===== src/dlf_pkg.sv =====
// dlf_pkg: shared types and constants for the dense layer forward block.
// Holds the item structs, the controller state enum and the datapath command struct.
// No dependencies.
`default_nettype none

package dlf_pkg;

    // Default sizing handed to the top-level parameters
    localparam int MAX_INPUTS_DEF  = 64;
    localparam int MAX_OUTPUTS_DEF = 16;
    localparam int FRAC_BITS_DEF   = 8;

    // Fixed field and register widths
    localparam int VAL_W     = 16;
    localparam int ACC_W     = 40;
    localparam int NIN_W     = 7;
    localparam int NOUT_W    = 5;
    localparam int CFG_W     = 7;
    localparam int CFG_IDX_W = 1;

    // Operation codes of an input transaction
    localparam logic [1:0] OP_WEIGHT = 2'd0;
    localparam logic [1:0] OP_BIAS   = 2'd1;
    localparam logic [1:0] OP_FEED   = 2'd2;

    // Configuration register indexes
    localparam logic [CFG_IDX_W-1:0] CFG_NUM_INPUTS  = 1'b0;
    localparam logic [CFG_IDX_W-1:0] CFG_NUM_OUTPUTS = 1'b1;

    // Configuration reset values
    localparam logic [NIN_W-1:0]  NIN_RESET  = 7'd64;
    localparam logic [NOUT_W-1:0] NOUT_RESET = 5'd16;

    // Output saturation bounds in accumulator width
    localparam logic signed [ACC_W-1:0] SAT_MAX = 40'sd32767;
    localparam logic signed [ACC_W-1:0] SAT_MIN = -40'sd32768;

    typedef struct packed {
        logic [1:0]              operation;
        logic [5:0]              row;
        logic [3:0]              column;
        logic signed [VAL_W-1:0] value;
    } in_item_t;

    typedef struct packed {
        logic [3:0]              out_index;
        logic signed [VAL_W-1:0] out_value;
        logic                    last_output;
    } out_item_t;

    typedef enum logic [2:0] {
        ST_IDLE,
        ST_MAC,
        ST_MAC_WAIT,
        ST_EMIT,
        ST_EMIT_WAIT
    } state_t;

    typedef struct packed {
        logic wr_weight;
        logic wr_bias;
        logic load_x;
        logic mac_issue;
        logic emit_issue;
        logic last;
        logic clear_acc;
    } dp_cmd_t;

endpackage

`default_nettype wire


===== src/dlf_ctrl.sv =====
// dlf_ctrl: controller FSM, configuration registers and element counter.
// Depends on dlf_pkg.
`default_nettype none

module dlf_ctrl #(
    parameter int MAX_INPUTS  = dlf_pkg::MAX_INPUTS_DEF,
    parameter int MAX_OUTPUTS = dlf_pkg::MAX_OUTPUTS_DEF,
    localparam int IW = (MAX_INPUTS > 1) ? $clog2(MAX_INPUTS) : 1,
    localparam int OW = (MAX_OUTPUTS > 1) ? $clog2(MAX_OUTPUTS) : 1
) (
    input  logic                           clk,
    input  logic                           rst_n,
    input  logic                           start,
    input  logic [1:0]                     operation,
    input  logic                           wr_en,
    input  logic [dlf_pkg::CFG_IDX_W-1:0]  wr_index,
    input  logic [dlf_pkg::CFG_W-1:0]      wr_data,
    input  logic                           pipe_empty,
    output logic                           busy,
    output dlf_pkg::dp_cmd_t               cmd,
    output logic [OW-1:0]                  idx,
    output logic [IW-1:0]                  row_idx
);

    dlf_pkg::state_t state_reg, state_next;
    logic [OW-1:0]                 j_reg, j_next;
    logic [dlf_pkg::NIN_W-1:0]     er_reg, er_next;
    logic                          done_reg, done_next;
    logic [IW-1:0]                 row_reg, row_next;
    logic [dlf_pkg::NIN_W-1:0]     num_in_reg;
    logic [dlf_pkg::NOUT_W-1:0]    num_out_reg;

    logic [dlf_pkg::NIN_W-1:0]     eff_in;
    logic [dlf_pkg::NOUT_W-1:0]    eff_out;
    logic [OW-1:0]                 last_j;
    logic [dlf_pkg::NIN_W-1:0]     er_plus;
    logic [IW-1:0]                 row_sel;
    logic                          at_last;

    // Effective register values: zero acts as one, clamp at the maxima
    always_comb
    begin
        if (num_in_reg == '0)
            eff_in = dlf_pkg::NIN_W'(1);
        else if (int'(num_in_reg) > MAX_INPUTS)
            eff_in = dlf_pkg::NIN_W'(MAX_INPUTS);
        else
            eff_in = num_in_reg;

        if (num_out_reg == '0)
            eff_out = dlf_pkg::NOUT_W'(1);
        else if (int'(num_out_reg) > MAX_OUTPUTS)
            eff_out = dlf_pkg::NOUT_W'(MAX_OUTPUTS);
        else
            eff_out = num_out_reg;

        if (int'(er_reg) >= MAX_INPUTS - 1)
            row_sel = IW'(MAX_INPUTS - 1);
        else
            row_sel = IW'(er_reg);
    end

    assign last_j  = OW'(eff_out - dlf_pkg::NOUT_W'(1));
    assign er_plus = er_reg + dlf_pkg::NIN_W'(1);
    assign at_last = (j_reg == last_j);

    always_ff @(posedge clk or negedge rst_n)
    begin
        if (!rst_n)
        begin
            num_in_reg  <= dlf_pkg::NIN_RESET;
            num_out_reg <= dlf_pkg::NOUT_RESET;
        end
        else if (wr_en)
        begin
            case (wr_index)
                dlf_pkg::CFG_NUM_INPUTS:  num_in_reg  <= wr_data;
                dlf_pkg::CFG_NUM_OUTPUTS: num_out_reg <= wr_data[dlf_pkg::NOUT_W-1:0];
                default: ;
            endcase
        end
    end

    always_ff @(posedge clk or negedge rst_n)
    begin
        if (!rst_n)
        begin
            state_reg <= dlf_pkg::ST_IDLE;
            j_reg     <= '0;
            er_reg    <= '0;
            done_reg  <= 1'b0;
            row_reg   <= '0;
        end
        else
        begin
            state_reg <= state_next;
            j_reg     <= j_next;
            er_reg    <= er_next;
            done_reg  <= done_next;
            row_reg   <= row_next;
        end
    end

    always_comb
    begin
        state_next = state_reg;
        j_next     = j_reg;
        er_next    = er_reg;
        done_next  = done_reg;
        row_next   = row_reg;
        cmd        = '0;

        case (state_reg)
            dlf_pkg::ST_IDLE:
            begin
                if (start)
                begin
                    case (operation)
                        dlf_pkg::OP_WEIGHT: cmd.wr_weight = 1'b1;
                        dlf_pkg::OP_BIAS:   cmd.wr_bias   = 1'b1;
                        dlf_pkg::OP_FEED:
                        begin
                            cmd.load_x = 1'b1;
                            row_next   = row_sel;
                            done_next  = (er_plus >= eff_in);
                            er_next    = (er_plus >= eff_in) ? '0 : er_plus;
                            j_next     = '0;
                            state_next = dlf_pkg::ST_MAC;
                        end
                        default: ;
                    endcase
                end
            end

            dlf_pkg::ST_MAC:
            begin
                cmd.mac_issue = 1'b1;
                cmd.last      = at_last;
                if (at_last)
                begin
                    j_next     = '0;
                    state_next = dlf_pkg::ST_MAC_WAIT;
                end
                else
                begin
                    j_next = j_reg + OW'(1);
                end
            end

            dlf_pkg::ST_MAC_WAIT:
            begin
                if (pipe_empty)
                    state_next = done_reg ? dlf_pkg::ST_EMIT : dlf_pkg::ST_IDLE;
            end

            dlf_pkg::ST_EMIT:
            begin
                cmd.emit_issue = 1'b1;
                cmd.last       = at_last;
                if (at_last)
                begin
                    j_next     = '0;
                    state_next = dlf_pkg::ST_EMIT_WAIT;
                end
                else
                begin
                    j_next = j_reg + OW'(1);
                end
            end

            dlf_pkg::ST_EMIT_WAIT:
            begin
                if (pipe_empty)
                begin
                    cmd.clear_acc = 1'b1;
                    state_next    = dlf_pkg::ST_IDLE;
                end
            end

            default: state_next = dlf_pkg::ST_IDLE;
        endcase
    end

    assign busy    = (state_reg != dlf_pkg::ST_IDLE);
    assign idx     = j_reg;
    assign row_idx = row_reg;

endmodule

`default_nettype wire


===== config.mk =====
export PLATFORM = sky130hd
export DESIGN_NAME = dlf_ctrl
export DESIGN_NICKNAME = d
export VERILOG_FILES = /design/src/dlf_pkg.sv /design/src/dlf_ctrl.sv
export SDC_FILE = /design/constraint.sdc
export NUM_CORES = 1
export LEC_CHECK = 0
export ABC_CLOCK_PERIOD_IN_PS = 3700
export BUFFER_PORTS_ARGS = -buffer_cell sky130_fd_sc_hd__buf_4
export CORE_AREA = 2 2 62 58
export CTS_BUF_LIST = sky130_fd_sc_hd__clkbuf_16
export DETAILED_ROUTE_END_ITERATION = 12
export DIE_AREA = 0 0 64 60
export GPL_TIMING_DRIVEN = 0
export PLACE_DENSITY = 0.83
export SLEW_MARGIN = 20
export SYNTH_ARGS = -nofsm -noshare
export SYNTH_HDL_FRONTEND = slang
export SYNTH_SLANG_ARGS = --single-unit

===== constraint.sdc =====
create_clock -name clk -period 3.7 [get_ports clk]
set_input_delay 0.37 -clock clk [delete_from_list [all_inputs] [get_ports clk]]
set_output_delay 0.37 -clock clk [all_outputs]
set_load 0.03 [all_outputs]

==> key figures <==
Global routing
  • Vias in the first global route: 1,462
  • GR Util All Layers: 22.1%
  • Largest net degree at the start of global routing: 34
  • Antenna violations before repair: 0
  • First-pass GRT wire length: 6.42 mm
  • Total gr overflow: 0

Power and ir drop
  • Design Power: 1540 uW
  • Static leakage: 0.00106 uW
  • Worst VDD drop: 0.000439 V
  • Power Dens Cells: 685 nW/um^2

STA
  • Final Skew: 6.70 ps
  • Unrepaired setup endpoints after global routing: false
  • Relative slew slack: 58.4%
  • Max-slew violations: 0
  • Min Hold Slack: 29.3 ps
  • Post-route setup slack: 830 ps
  • Final setup viols: 0
  • Min Tclk post-route: 2870 ps
  • Setup TNS: 0 ps
  • Worst slew pin tran: 624 ps
  • Final hold vios: 0
  • Max Freq: 0.348 GHz
  • Final cycle utilization of the critical path: 77.6%

Logic synthesis
  • Post-synth cell types: 44
  • Cell count after synthesis: 175
  • Post-synth ARST share: 100%
  • Post-synth EDFFs: 0
  • Mapped Area: 1810 um^2
  • Synth Register Bits: 33
  • Ys flop type: dfrtp_1
  • Post-Syn Nets: 200
  • Seq/Total Area, Yosys: 45.8%
  • Syn. warnings: 0
  • Mean Syn Cell Area: 10.3 um^2

Place
  • IO buf count: 32
  • Gpl congestion: 0.804
  • DP Worst Slack: 861 ps
  • Post-DP HPWL: 2.73 mm

Clocking
  • Clock-pin slew on the worst setup and hold paths: 50 ps
  • CTS Hold Bufs: 0
  • CTS Buf Count: 5
  • Skew-Pair Late Insertion Delay: 280 ps
  • Cts repair resizes: 0
  • CTS H-tree lvls: 2
  • Root Buffer: clkbuf_16
  • Post-CTS setup buffers: 0
  • Clk buf depth: 2
  • CTS tree: yes
  • Clock Sink Count: 33

Worst setup path
  • Crit path max fanout: 10
  • R2R depth: 9
  • CP startpoint kind: flop
  • Setup CP Type: flop to flop
  • CP max stage cell: a2111oi_4
  • Buf/Inv on CP: 0
  • Worst Path Arrival: 3070 ps
  • Critical Path RT: 3900 ps
  • Crit-path max cell delay: 620 ps
  • Crit path cell chain: ha_1, nor2b_1, or2_2, ha_1, a211oi_1, o21ai_0, a2111oi_4, o21ai_1, a31oi_1
  • FF-to-FF setup slack: 830 ps
  • Most frequent CP cell: ha_1
  • Worst Setup SP: er_reg[0]$_DFFE_PN0P_
  • Delay-heaviest family, CP: compound AO/OA/AOI/OAI gates
  • Reg2reg end: er_reg[5]$_DFFE_PN0P_
  • CP endpoint kind: flop
  • Reg-to-reg startpoint: er_reg[0]$_DFFE_PN0P_

Drt
  • Drt drc: 0
  • Final ANT Viol Nets: 0
  • Vias per std cell: 5.68
  • Total Wirelength: 3.72 mm
  • DR iter-0 viols: 58
  • Drt first pass iters: 4
  • WL/cell: 14.4 um
  • Vias: 1,470

Job
  • Max Cap Viol: 0

Die
  • Chip Width: 64 um
  • Area of the die: 3840 um^2
  • Die H: 60 um
  • # rows: 20
  • I/O Pins: 33
  • Core area: 3230 um^2
  • Starting Density: 56.0%

Cells and area
  • Diode count: 0
  • Leading cell type in the layout, fill and taps excluded: buf_4
  • Final net count: 239
  • Filler cells: 252
  • Util after Layout: 69.4%
  • Share of layout cells above drive strength 1: 27.4%
  • Area grow syn2layout: 23.9%
  • Most frequent cells in the layout: buf_4 (33), dfrtp_1 (31), nand2_1 (22), mux2_2 (12)

Hold path
  • Hold WC Path Type: input pin to async pin

Outcome
  • Run status: completed
cell type report:
type,count,area [um^2],area share (%)
inverter,5,18.8,0.838
clock buffer,5,125,5.59
tap,44,55.1,2.46
multi-input combinational,132,931,41.6
buffer,5,30.0,1.34
timing repair buffer,32,240,10.7
sequential,33,828,37.0
clock inverter,3,11.3,0.503
how the worst max path moves through the flow:
stage	slack [ps]	end	depth (start not counted)
final	830	er_reg[5]$_DFFE_PN0P_	9
after detailed placement	860	er_reg[5]$_DFFE_PN0P_	9
after global routing	600	er_reg[5]$_DFFE_PN0P_	9
after CTS	840	er_reg[5]$_DFFE_PN0P_	9
after global placement	920	er_reg[5]$_DFFE_PN0P_	9
after floorplan	950	cmd[1]	7
routing by layer:
layer	global-route usage, %	up-vias	wire length, um
li1	-	710	-
met1	25.2	717	1570
met2	40.0	34	1890
met3	4.52	9	181
met4	11.2	0	74
met5	0	-	0
kinds of logic after synthesis:
| logic type | count (synthesis) | share of synthesized area [%] |
|---|---|---|
| and+or+nand+nor | 66 | 18.0 |
| AOI/OAI and AO/OA | 34 | 14.2 |
| DFF | 33 | 45.8 |
| muxes | 13 | 8.03 |
| buffers and inverters | 10 | 2.70 |
| adders and majority gates | 10 | 6.92 |
| xor gates and xnor gates | 9 | 4.36 |
stage by stage:
step	instance area (um^2)	instances
final	2240	259
after detailed placement	2100	251
after CTS	2240	259
after floorplan	1810	175
after global placement	2100	251
after global routing	2240	259
Yosys cell counts, types with 4 or more instances:
master | number | area [um^2]
a21oi_1 | 5 | 25.0
dfrtp_1 | 31 | 776
ha_1 | 10 | 125
inv_1 | 4 | 15.0
mux2_2 | 12 | 135
nand2_1 | 22 | 82.6
nand3_1 | 7 | 35.0
nor2_1 | 10 | 37.5
nor2b_1 | 7 | 43.8
nor3_1 | 6 | 30.0
o21ai_0 | 6 | 30.0
o21ai_1 | 4 | 20.0
xnor2_1 | 4 | 35.0
xor2_1 | 5 | 43.8
report_power, final:
group	switching (uW)	total, uW	internal, uW	leakage [uW]
clock network	137	378	241	0.0000738
registers	105	556	451	0.000410
logic	333	601	268	0.000577
Power figures use the tool's default switching activity.
